File: src/rtl/core/msi_vector_its_command_generator_macros.svh
// assertion macros for the msi vector its command generator
`ifndef MSI_VECTOR_ITS_COMMAND_GENERATOR_MACROS_SVH
`define MSI_VECTOR_ITS_COMMAND_GENERATOR_MACROS_SVH
`ifndef SYNTHESIS
// same-cycle implication
`define MIC_ASSERT_NOW(lbl, clk, rst, ante, cons) \
  lbl: assert property (@(posedge clk) disable iff (rst) (ante) |-> (cons)) \
    else $error("assertion failed");
// next-cycle implication
`define MIC_ASSERT_NEXT(lbl, clk, rst, ante, cons) \
  lbl: assert property (@(posedge clk) disable iff (rst) (ante) |=> (cons)) \
    else $error("assertion failed");
`else
`define MIC_ASSERT_NOW(lbl, clk, rst, ante, cons)
`define MIC_ASSERT_NEXT(lbl, clk, rst, ante, cons)
`endif
`endif

File: src/rtl/core/msi_its_pkg.sv
// shared types and constants of the its command generator
package msi_its_pkg;

  // request codes
  localparam logic [1:0] REQ_MAP   = 2'd0;
  localparam logic [1:0] REQ_UNMAP = 2'd1;
  localparam logic [1:0] REQ_LOAD  = 2'd2;

  // its opcodes
  localparam logic [7:0] OP_MOVI    = 8'h01;
  localparam logic [7:0] OP_SYNC    = 8'h05;
  localparam logic [7:0] OP_MAPTI   = 8'h0A;
  localparam logic [7:0] OP_INV     = 8'h0C;
  localparam logic [7:0] OP_DISCARD = 8'h0F;

  localparam logic [31:0] LPI_FIRST_ID = 32'd8192;

  // depth of the queue between front and back, power of two
  localparam int Q_DEPTH = 2;

  typedef enum logic [1:0] {
    CMD_MAP,
    CMD_MOVE,
    CMD_UNMAP
  } cmd_kind_t;

  // one classified request, ready to expand into three commands
  typedef struct packed {
    cmd_kind_t   kind;
    logic [7:0]  idx;
    logic [15:0] dev;
    logic [2:0]  coll;
    logic [31:0] base;
  } cmd_desc_t;

endpackage

File: src/rtl/core/msi_vector_its_command_generator.sv
// top level of the msi vector to its command generator
// Turns vector routing requests into ITS commands of four 64-bit words.
// A map request on an unmapped vector emits MAPTI, INV and SYNC (SYNC to the
// target cpu); a map to a different cpu emits MOVI, INV and SYNC (SYNC to the
// old cpu); an unmap of a mapped vector emits DISCARD, INV and SYNC (SYNC to
// its current cpu) and leaves the route entry in place. Load requests write a
// redistributor base and emit nothing; map to the current cpu, unmap of an
// unmapped vector, request type 3, a map with an out-of-range vector or cpu
// and an unmap with an out-of-range vector emit nothing. last_command marks
// the SYNC word that closes each run. Both sides are queues: push/full for
// requests, empty/pop for command words. The front does a registered route
// table lookup, then classify and update; full is high from each push until
// that request is done, including any wait while the queue ahead of the back
// is full for a request that emits commands. The back emits one command per
// cycle while its output word is popped, and sustained throughput is limited
// by the back. A two-entry queue between front and back lets the front keep
// taking requests while commands drain. The route table is a memory with
// per-entry mapped bits cleared by reset, so there is no clearing pass and
// requests are taken from the first cycle after reset.
module msi_vector_its_command_generator #(
  parameter int NUM_VECTORS = 256,
  parameter int NUM_CPUS    = 8
) (
  input  logic        clk,
  input  logic        rst,
  // request side
  input  logic        push,
  output logic        full,
  input  logic [1:0]  req_type,
  input  logic [7:0]  lpi_index,
  input  logic [7:0]  pci_bus,
  input  logic [4:0]  pci_slot,
  input  logic [2:0]  pci_func,
  input  logic [2:0]  dest_cpu,
  input  logic [31:0] base_value,
  // command word side
  output logic        empty,
  input  logic        pop,
  output logic [63:0] word_zero,
  output logic [63:0] word_one,
  output logic [63:0] word_two,
  output logic [63:0] word_three,
  output logic        last_command
);

  // classified request flowing front to back
  msi_its_pkg::cmd_desc_t fq_data;
  msi_its_pkg::cmd_desc_t bq_data;
  logic fq_wr;
  logic fq_full;
  logic bq_rd;
  logic bq_ne;

  // front: lookup, classify, route and base table updates
  msi_its_front #(
    .NUM_VECTORS (NUM_VECTORS),
    .NUM_CPUS    (NUM_CPUS)
  ) u_front (
    .clk        (clk),
    .rst        (rst),
    .push       (push),
    .full       (full),
    .req_type   (req_type),
    .lpi_index  (lpi_index),
    .pci_bus    (pci_bus),
    .pci_slot   (pci_slot),
    .pci_func   (pci_func),
    .dest_cpu   (dest_cpu),
    .base_value (base_value),
    .q_wr       (fq_wr),
    .q_data     (fq_data),
    .q_full     (fq_full)
  );

  // decoupling queue, base value already resolved so later loads cannot race
  msi_its_queue u_queue (
    .clk     (clk),
    .rst     (rst),
    .wr_en   (fq_wr),
    .wr_data (fq_data),
    .q_full  (fq_full),
    .rd_en   (bq_rd),
    .rd_data (bq_data),
    .q_ne    (bq_ne)
  );

  // back: three commands per entry through a registered output word
  msi_its_back u_back (
    .clk          (clk),
    .rst          (rst),
    .q_ne         (bq_ne),
    .q_data       (bq_data),
    .q_rd         (bq_rd),
    .empty        (empty),
    .pop          (pop),
    .word_zero    (word_zero),
    .word_one     (word_one),
    .word_two     (word_two),
    .word_three   (word_three),
    .last_command (last_command)
  );

endmodule

File: src/rtl/core/msi_its_queue.sv
// small queue of classified requests between front and back
module msi_its_queue (
  input  logic                   clk,
  input  logic                   rst,
  input  logic                   wr_en,
  input  msi_its_pkg::cmd_desc_t wr_data,
  output logic                   q_full,
  input  logic                   rd_en,
  output msi_its_pkg::cmd_desc_t rd_data,
  output logic                   q_ne
);

  localparam int QA_W = (msi_its_pkg::Q_DEPTH > 1) ? $clog2(msi_its_pkg::Q_DEPTH) : 1;

  msi_its_pkg::cmd_desc_t mem [msi_its_pkg::Q_DEPTH];
  logic [QA_W-1:0] wr_ptr;
  logic [QA_W-1:0] rd_ptr;
  logic [QA_W:0]   count;

  assign q_full  = (count == (QA_W+1)'(msi_its_pkg::Q_DEPTH));
  assign q_ne    = (count != '0);
  assign rd_data = mem[rd_ptr];

  always_ff @(posedge clk) begin
    if (rst) begin
      wr_ptr <= '0;
      rd_ptr <= '0;
      count  <= '0;
    end else begin
      if (wr_en) begin
        wr_ptr <= wr_ptr + 1'b1;
      end
      if (rd_en) begin
        rd_ptr <= rd_ptr + 1'b1;
      end
      if (wr_en && !rd_en) begin
        count <= count + 1'b1;
      end else if (rd_en && !wr_en) begin
        count <= count - 1'b1;
      end
    end
  end

  always_ff @(posedge clk) begin
    if (wr_en) begin
      mem[wr_ptr] <= wr_data;
    end
  end

endmodule

File: src/rtl/core/msi_its_front.sv
// request intake, route lookup, classification and table updates
module msi_its_front #(
  parameter int NUM_VECTORS = 256,
  parameter int NUM_CPUS    = 8
) (
  input  logic                   clk,
  input  logic                   rst,
  input  logic                   push,
  output logic                   full,
  input  logic [1:0]             req_type,
  input  logic [7:0]             lpi_index,
  input  logic [7:0]             pci_bus,
  input  logic [4:0]             pci_slot,
  input  logic [2:0]             pci_func,
  input  logic [2:0]             dest_cpu,
  input  logic [31:0]            base_value,
  output logic                   q_wr,
  output msi_its_pkg::cmd_desc_t q_data,
  input  logic                   q_full
);

  // only the first 256 vectors and 8 cpus are reachable by the fields
  localparam int VEC_N = (NUM_VECTORS > 256) ? 256 : NUM_VECTORS;
  localparam int CPU_N = (NUM_CPUS > 8) ? 8 : NUM_CPUS;
  localparam int RA_W  = (VEC_N > 1) ? $clog2(VEC_N) : 1;
  localparam int BA_W  = (CPU_N > 1) ? $clog2(CPU_N) : 1;
  localparam logic [8:0] VEC_LIM = 9'(VEC_N);
  localparam logic [3:0] CPU_LIM = 4'(CPU_N);

  typedef enum logic {
    S_IDLE,
    S_EVAL
  } state_t;

  state_t state;

  logic [1:0]  r_type;
  logic [7:0]  r_idx;
  logic [15:0] r_dev;
  logic [2:0]  r_cpu;
  logic [31:0] r_base;

  // route memory holds the cpu, the valid bit says the vector is mapped
  logic [2:0]       route_mem [VEC_N];
  logic [VEC_N-1:0] mapped;
  logic [2:0]       rd_cpu;
  logic             rd_map;

  logic [31:0] base_tab [CPU_N];

  logic      idx_ok;
  logic      cpu_ok;
  logic      emit;
  logic      route_wr;
  logic      base_wr;
  logic      go;
  logic [2:0] sync_cpu;
  msi_its_pkg::cmd_kind_t kind;

  assign full = (state != S_IDLE);

  always_comb begin
    idx_ok   = ({1'b0, r_idx} < VEC_LIM);
    cpu_ok   = ({1'b0, r_cpu} < CPU_LIM);
    emit     = 1'b0;
    route_wr = 1'b0;
    base_wr  = 1'b0;
    kind     = msi_its_pkg::CMD_MAP;
    sync_cpu = r_cpu;
    unique case (r_type)
      msi_its_pkg::REQ_MAP: begin
        if (idx_ok && cpu_ok) begin
          if (!rd_map) begin
            emit     = 1'b1;
            route_wr = 1'b1;
          end else if (rd_cpu != r_cpu) begin
            emit     = 1'b1;
            route_wr = 1'b1;
            kind     = msi_its_pkg::CMD_MOVE;
            sync_cpu = rd_cpu;
          end
        end
      end
      msi_its_pkg::REQ_UNMAP: begin
        if (idx_ok && rd_map) begin
          emit     = 1'b1;
          kind     = msi_its_pkg::CMD_UNMAP;
          sync_cpu = rd_cpu;
        end
      end
      msi_its_pkg::REQ_LOAD: begin
        base_wr = cpu_ok;
      end
      default: begin
      end
    endcase
    go = !emit || !q_full;
  end

  assign q_wr        = (state == S_EVAL) && emit && go;
  assign q_data.kind = kind;
  assign q_data.idx  = r_idx;
  assign q_data.dev  = r_dev;
  assign q_data.coll = r_cpu;
  assign q_data.base = base_tab[sync_cpu[BA_W-1:0]];

  always_ff @(posedge clk) begin
    if (rst) begin
      state  <= S_IDLE;
      mapped <= '0;
    end else begin
      unique case (state)
        S_IDLE: begin
          if (push) begin
            state <= S_EVAL;
          end
        end
        S_EVAL: begin
          if (go) begin
            state <= S_IDLE;
            if (route_wr) begin
              mapped[r_idx[RA_W-1:0]] <= 1'b1;
            end
          end
        end
        default: begin
          state <= S_IDLE;
        end
      endcase
    end
  end

  always_ff @(posedge clk) begin
    if (rst) begin
      for (int i = 0; i < CPU_N; i++) begin
        base_tab[i] <= '0;
      end
    end else if (state == S_EVAL && go && base_wr) begin
      base_tab[r_cpu[BA_W-1:0]] <= r_base;
    end
  end

  // request capture and registered route lookup
  always_ff @(posedge clk) begin
    if (state == S_IDLE && push) begin
      r_type <= req_type;
      r_idx  <= lpi_index;
      r_dev  <= {pci_bus, pci_slot, pci_func};
      r_cpu  <= dest_cpu;
      r_base <= base_value;
      rd_cpu <= route_mem[lpi_index[RA_W-1:0]];
      rd_map <= mapped[lpi_index[RA_W-1:0]];
    end
  end

  always_ff @(posedge clk) begin
    if (state == S_EVAL && go && route_wr) begin
      route_mem[r_idx[RA_W-1:0]] <= r_cpu;
    end
  end

endmodule

File: src/rtl/core/msi_its_back.sv
// command expansion: one classified request into three its commands
`include "msi_vector_its_command_generator_macros.svh"

module msi_its_back (
  input  logic                   clk,
  input  logic                   rst,
  input  logic                   q_ne,
  input  msi_its_pkg::cmd_desc_t q_data,
  output logic                   q_rd,
  output logic                   empty,
  input  logic                   pop,
  output logic [63:0]            word_zero,
  output logic [63:0]            word_one,
  output logic [63:0]            word_two,
  output logic [63:0]            word_three,
  output logic                   last_command
);

  typedef enum logic [1:0] {
    ST_FIRST,
    ST_INV,
    ST_SYNC
  } step_t;

  msi_its_pkg::cmd_desc_t cur;
  logic  cur_valid;
  step_t step;
  logic  out_valid;

  logic [63:0] g_w0;
  logic [63:0] g_w1;
  logic [63:0] g_w2;
  logic        g_last;
  logic [31:0] intid;
  logic        adv;
  logic        cur_load;
  logic        last_is_sync;

  assign adv      = cur_valid && (!out_valid || pop);
  assign cur_load = q_ne && (!cur_valid || (adv && step == ST_SYNC));
  assign q_rd     = cur_load;
  assign empty    = !out_valid;
  assign word_three = '0;

  always_comb begin
    intid  = msi_its_pkg::LPI_FIRST_ID + {24'd0, cur.idx};
    g_w0   = {16'd0, cur.dev, 24'd0, msi_its_pkg::OP_INV};
    g_w1   = {56'd0, cur.idx};
    g_w2   = '0;
    g_last = 1'b0;
    case (step)
      ST_FIRST: begin
        case (cur.kind)
          msi_its_pkg::CMD_MAP: begin
            g_w0 = {16'd0, cur.dev, 24'd0, msi_its_pkg::OP_MAPTI};
            g_w1 = {intid, 24'd0, cur.idx};
            g_w2 = {61'd0, cur.coll};
          end
          msi_its_pkg::CMD_MOVE: begin
            g_w0 = {16'd0, cur.dev, 24'd0, msi_its_pkg::OP_MOVI};
            g_w2 = {61'd0, cur.coll};
          end
          default: begin
            g_w0 = {16'd0, cur.dev, 24'd0, msi_its_pkg::OP_DISCARD};
          end
        endcase
      end
      ST_SYNC: begin
        g_w0   = {56'd0, msi_its_pkg::OP_SYNC};
        g_w1   = '0;
        g_w2   = {16'd0, cur.base, 16'd0};
        g_last = 1'b1;
      end
      default: begin
      end
    endcase
  end

  always_ff @(posedge clk) begin
    if (rst) begin
      cur_valid <= 1'b0;
      step      <= ST_FIRST;
      out_valid <= 1'b0;
    end else begin
      if (adv) begin
        out_valid <= 1'b1;
      end else if (pop) begin
        out_valid <= 1'b0;
      end
      // a new entry replaces the finished one in the same cycle
      if (cur_load) begin
        cur_valid <= 1'b1;
        step      <= ST_FIRST;
      end else if (adv) begin
        unique case (step)
          ST_FIRST: step <= ST_INV;
          ST_INV:   step <= ST_SYNC;
          ST_SYNC: begin
            step      <= ST_FIRST;
            cur_valid <= 1'b0;
          end
          default:  step <= ST_FIRST;
        endcase
      end
    end
  end

  always_ff @(posedge clk) begin
    if (cur_load) begin
      cur <= q_data;
    end
    if (adv) begin
      word_zero    <= g_w0;
      word_one     <= g_w1;
      word_two     <= g_w2;
      last_command <= g_last;
    end
  end

  assign last_is_sync = (word_zero[7:0] == msi_its_pkg::OP_SYNC);

  `MIC_ASSERT_NOW(a_load_needs_entry, clk, rst, cur_load, q_ne)
  `MIC_ASSERT_NOW(a_last_is_sync, clk, rst, out_valid && last_command, last_is_sync)
  `MIC_ASSERT_NEXT(a_sync_ends_run, clk, rst, adv && step == ST_SYNC && !cur_load, !cur_valid)
  `MIC_ASSERT_NOW(a_step_legal, clk, rst, 1'b1, step == ST_FIRST || step == ST_INV || step == ST_SYNC)

endmodule
File: config.mk
export PLATFORM = sky130hd
export DESIGN_NAME = msi_vector_its_command_generator
export DESIGN_NICKNAME = d
export VERILOG_FILES = /design/src/rtl/core/msi_its_pkg.sv /design/src/rtl/core/msi_vector_its_command_generator.sv /design/src/rtl/core/msi_its_queue.sv /design/src/rtl/core/msi_its_front.sv /design/src/rtl/core/msi_its_back.sv
export VERILOG_INCLUDE_DIRS = /design/src /design/src/rtl/core
export SDC_FILE = /design/constraint.sdc
export NUM_CORES = 2
export LEC_CHECK = 0
export BUFFER_PORTS_ARGS = -buffer_cell sky130_fd_sc_hd__buf_2
export CAP_MARGIN = 0
export CELL_PAD_IN_SITES_DETAIL_PLACEMENT = 1
export CELL_PAD_IN_SITES_GLOBAL_PLACEMENT = 2
export CORE_UTILIZATION = 41
export DETAILED_ROUTE_END_ITERATION = 6
export PLACE_DENSITY = 0.79
export SYNTH_ARGS = -nofsm -noshare
export SYNTH_HDL_FRONTEND = slang
export SYNTH_HIERARCHICAL = 1
export SYNTH_SLANG_ARGS = --single-unit
File: constraint.sdc
create_clock -name clk -period 15.7 [get_ports clk]
set_input_delay 4.71 -clock clk [delete_from_list [all_inputs] [get_ports clk]]
set_output_delay 4.71 -clock clk [all_outputs]
set_load 0.01 [all_outputs]
==> Implementation_results.wiki <==
{| class="wikitable"
! Metric !! Value
|-
| Worst Setup End Kind || flip-flop
|-
| Post-Route Skew || 49.8 ps
|-
| Worst hold slack after final layout || 448 ps
|-
| Antenna-violating nets left || 0
|-
| Ratio of cells with drive above 1 in the final layout || 20.8%
|-
| Footprint of the flip-flops and latches || 45700 um2
|-
| Clock net sink count || 1611
|-
| Largest stage delay, worst path || 850 ps
|-
| Summed instance area of the synthesized netlist || 64900 um2
|-
| Leak Pwr || 0.0244 uW
|-
| Proportion of synthesized chip area in sequential cells || 70.5%
|-
| Power per Cell Area || 133 nW/um2
|-
| Hold_buf cts || 0
|-
| Net Sw Power || 2260 uW
|-
| Half-perimeter wire length after placement || 96300 um
|-
| Top post-synthesis cells by area || edfxtp_1 (62%), mux4_2 (9.7%), dfxtp_1 (8.2%)
|-
| Area of the core region || 157000 um2
|-
| Primary FF master, synth || edfxtp_1
|-
| Clock share of power || 40.6%
|-
| Source-to-sink clock delay at the later pin of the worst-skew pair || 800 ps
|-
| Post-layout util || 46.3%
|-
| Count of vias placed by the detailed router || 35.4k
|-
| Worst min-delay path class || reg2reg
|-
| Inst Count DP || 6100
|-
| RR Startpoint || u_front/r_cpu[1]
|-
| Initial antenna violation count || 5
|-
| Number of enable-type register cells in the synthesized netlist || 1345
|-
| Number of iterations in the first detailed-routing pass || 5
|-
| Clock Path Buffers || 3
|-
| Via count of the first global-routing pass || 37.1k
|-
| Tightest slew margin relative to the limit || 15.4%
|-
| Fraction of the cycle the final worst path needs || 50.9%
|-
| Endpoint required time on the critical path || 16200 ps
|-
| Die Y-Extent || 400 um
|-
| Maxcap violations || 0
|-
| Die Area || 160000 um2
|-
| Final Critical Period || 7980 ps
|-
| Total Wirelength || 168000 um
|-
| Worst setup path startpoint || lpi_index[1]
|-
| Die Width || 400 um
|-
| Post-route non-filler standard cell count || 6395
|-
| Part of the total power dissipated in combinational logic || 7.5%
|-
| Final hold viol count || 0
|-
| Internal power || 7350 uW
|-
| Port-buffer cells || 139
|-
| Leading cell types in the layout, fill and taps excluded || edfxtp_1 (1345), nor2_1 (564), and2_1 (295)
|-
| Critical-path cell with the highest stage delay || buf_4
|-
| Total inserted antenna cells || 0
|-
| Net switching fraction of the power || 23.5%
|-
| CTS resizes || 0
|-
| Number of distinct library cells after synthesis || 54
|-
| Count of final setup violators || 0
|-
| Count of standard-cell rows || 145
|-
| Congestion Overflow GR || 0
|-
| Proportion of netlist area held by the largest area contributor || 62.3%
|-
| Setup tns final || 0 ps
|-
| Final max-slew violation count || 0
|-
| Initial DRC Count || 2736
|-
| Clk slew on worst S/H paths || 60 ps
|-
| Cell count after synthesis || 4081
|-
| Arrival time at the worst endpoint || 8490 ps
|-
| Remaining design rule violation count || 0
|-
| Flop pwr share || 51.8%
|-
| Number of warnings issued by yosys || 6
|-
| Area of the multi-input gates || 17400 um2
|-
| Achievable frequency || 0.125 GHz
|-
| Setup repair after global routing missed its margin || no
|-
| Final estimated routing congestion in global placement || 0.775
|-
| Worst Setup Start Kind || input pin
|-
| IR drop worst, VDD || 0.145 mV
|-
| CP cell instances || buf_8 > buf_4 > buf_4 > mux4_2 > mux2i_1 > mux4_2 > o211ai_1 > a22oi_1 > o21ai_1
|-
| Layout overhead on the synthesized area || 11.7%
|-
| Initial Util || 41.4%
|-
| Asr flop ratio synth || 0%
|-
| Worst hold path startpoint || u_front/r_dev[12]
|-
| Final-stage net count || 4274
|-
| Number of levels the H-tree was split into || 4
|-
| Result of the run || complete, no violations
|-
| Global-route wire length before repair || 247000 um
|-
| Post-CTS setup buffer count || 0
|-
| Synth Register Bits || 1611
|-
| Clock tree from TritonCTS || done
|-
| Number of top-level pins || 324
|-
| Most common cell after layout, fill and taps aside || edfxtp_1
|-
| Category of the critical setup timing path || in2reg
|-
| Largest fanout on the critical path || 79
|-
| Vias per inst || 5.53
|-
| Wire length per cell after detailed routing || 26.2 um
|-
| Clock root buffer || clkbuf_16
|-
| Cell accounting for the most synthesized area || edfxtp_1
|-
| Pin count of the biggest net entering global routing || 221
|-
| Synthesized area per cell || 15.9 um2
|-
| Overall track demand over capacity in global routing || 21.0%
|-
| Number of fill cells in the layout || 15.1k
|-
| Slew at the pin with the worst max-slew slack || 1260 ps
|-
| Number of buffers inserted during clock tree synthesis || 164
|}
## synthesized netlist by cell type (all sizes together), types with 34 or more instances
| cell type | number |
|---|---|
| nor3 | 37 |
| clkbuf | 182 |
| o221ai | 48 |
| edfxtp | 1345 |
| buf | 255 |
| nor2 | 570 |
| dfxtp | 266 |
| mux2i | 124 |
| mux4 | 279 |
| mux2 | 112 |
| and3 | 34 |
| nand2 | 35 |
| a21oi | 281 |
| and2 | 297 |
## critical path: cells and delay by family
family / cells / cell delay (ps)
buf+inv: 3 / 2030
mux: 3 / 940
compound gates: 3 / 720
## power groups by stage
stage | clock network, uW | logic, uW | registers, uW
2_1_floorplan | 0 | 465 | 5070
3_3_place_gp | 0 | 715 | 5060
3_5_place_dp | 0 | 730 | 5070
4_1_cts | 3980 | 733 | 4980
5_1_grt | 4140 | 779 | 5000
6_report | 3900 | 724 | 4980
## per-layer routing
layer  wire length [um]  GRT usage (%)
met1              71900           28.4
met2              82400           35.0
met3               9690           3.56
met4               3540           5.53
met5                 31              0
## state kept, by name, indices dropped and copies added, names as in the netlist, 2 cells and up, named ones only
| name | flops |
|---|---|
| u_queue/mem | 122 |
| u_front/r_base | 32 |
| u_front/r_type | 2 |
| u_queue/count | 2 |
| u_front/r_dev | 16 |
| u_back/step | 2 |
| u_back/word_one | 17 |
| u_back/word_zero | 20 |
| u_back/cur | 61 |
| u_front/r_idx | 8 |
| u_front/base_tab | 256 |
| u_front/rd_cpu | 3 |
| u_front/r_cpu | 3 |
| u_front/mapped | 256 |
| u_front/route_mem | 768 |
| u_back/word_two | 35 |
## cell type report
type	count	share of cell area (%)
repair buffers	215	1.86
well taps	2058	3.55
multi-input cells	2202	24.0
flip-flops and latches	1611	63.1
clock buffers	199	5.99
clock inverters	96	1.41
inverters	14	0.0725
## path summary, 6_finish.rpt
| check | endpoint | slack (ps) | cells after the start |
|---|---|---|---|
| min | u_queue/mem[1][47] | 450 | 0 |
| max | u_front/rd_cpu[2] | 7720 | 9 |
| min reg2reg | u_queue/mem[1][47] | 450 | 0 |
| max reg2reg | u_queue/mem[0][7] | 11720 | 7 |
## through the flow
stage	power [uW]	cell area [um2]	setup slack, ps
after CTS	9700	72500	7680
after floorplan	5530	65600	7600
final	9610	72500	7720
after detailed placement	5800	67100	6850
after global routing	9910	72500	7510
after global placement	5770	67100	6920
## cell families (layout without fill, tap and decap cells)
family | after synthesis | in the layout | share of synthesized area (%)
AO/OA/AOI/OAI | 438 | 438 | 4.03
AND/OR/NAND/NOR | 1057 | 1057 | 7.83
adder cells (fa/ha/maj) | 1 | 1 | 0.0193
XOR/XNOR | 7 | 7 | 0.0945
multiplexers | 515 | 515 | 13.5
other | 1 | 184 | 0.00578
flip-flops | 1611 | 1611 | 70.5
buffers and inverters | 451 | 524 | 4.02
Note: power is estimated with default switching activity, not from simulation.
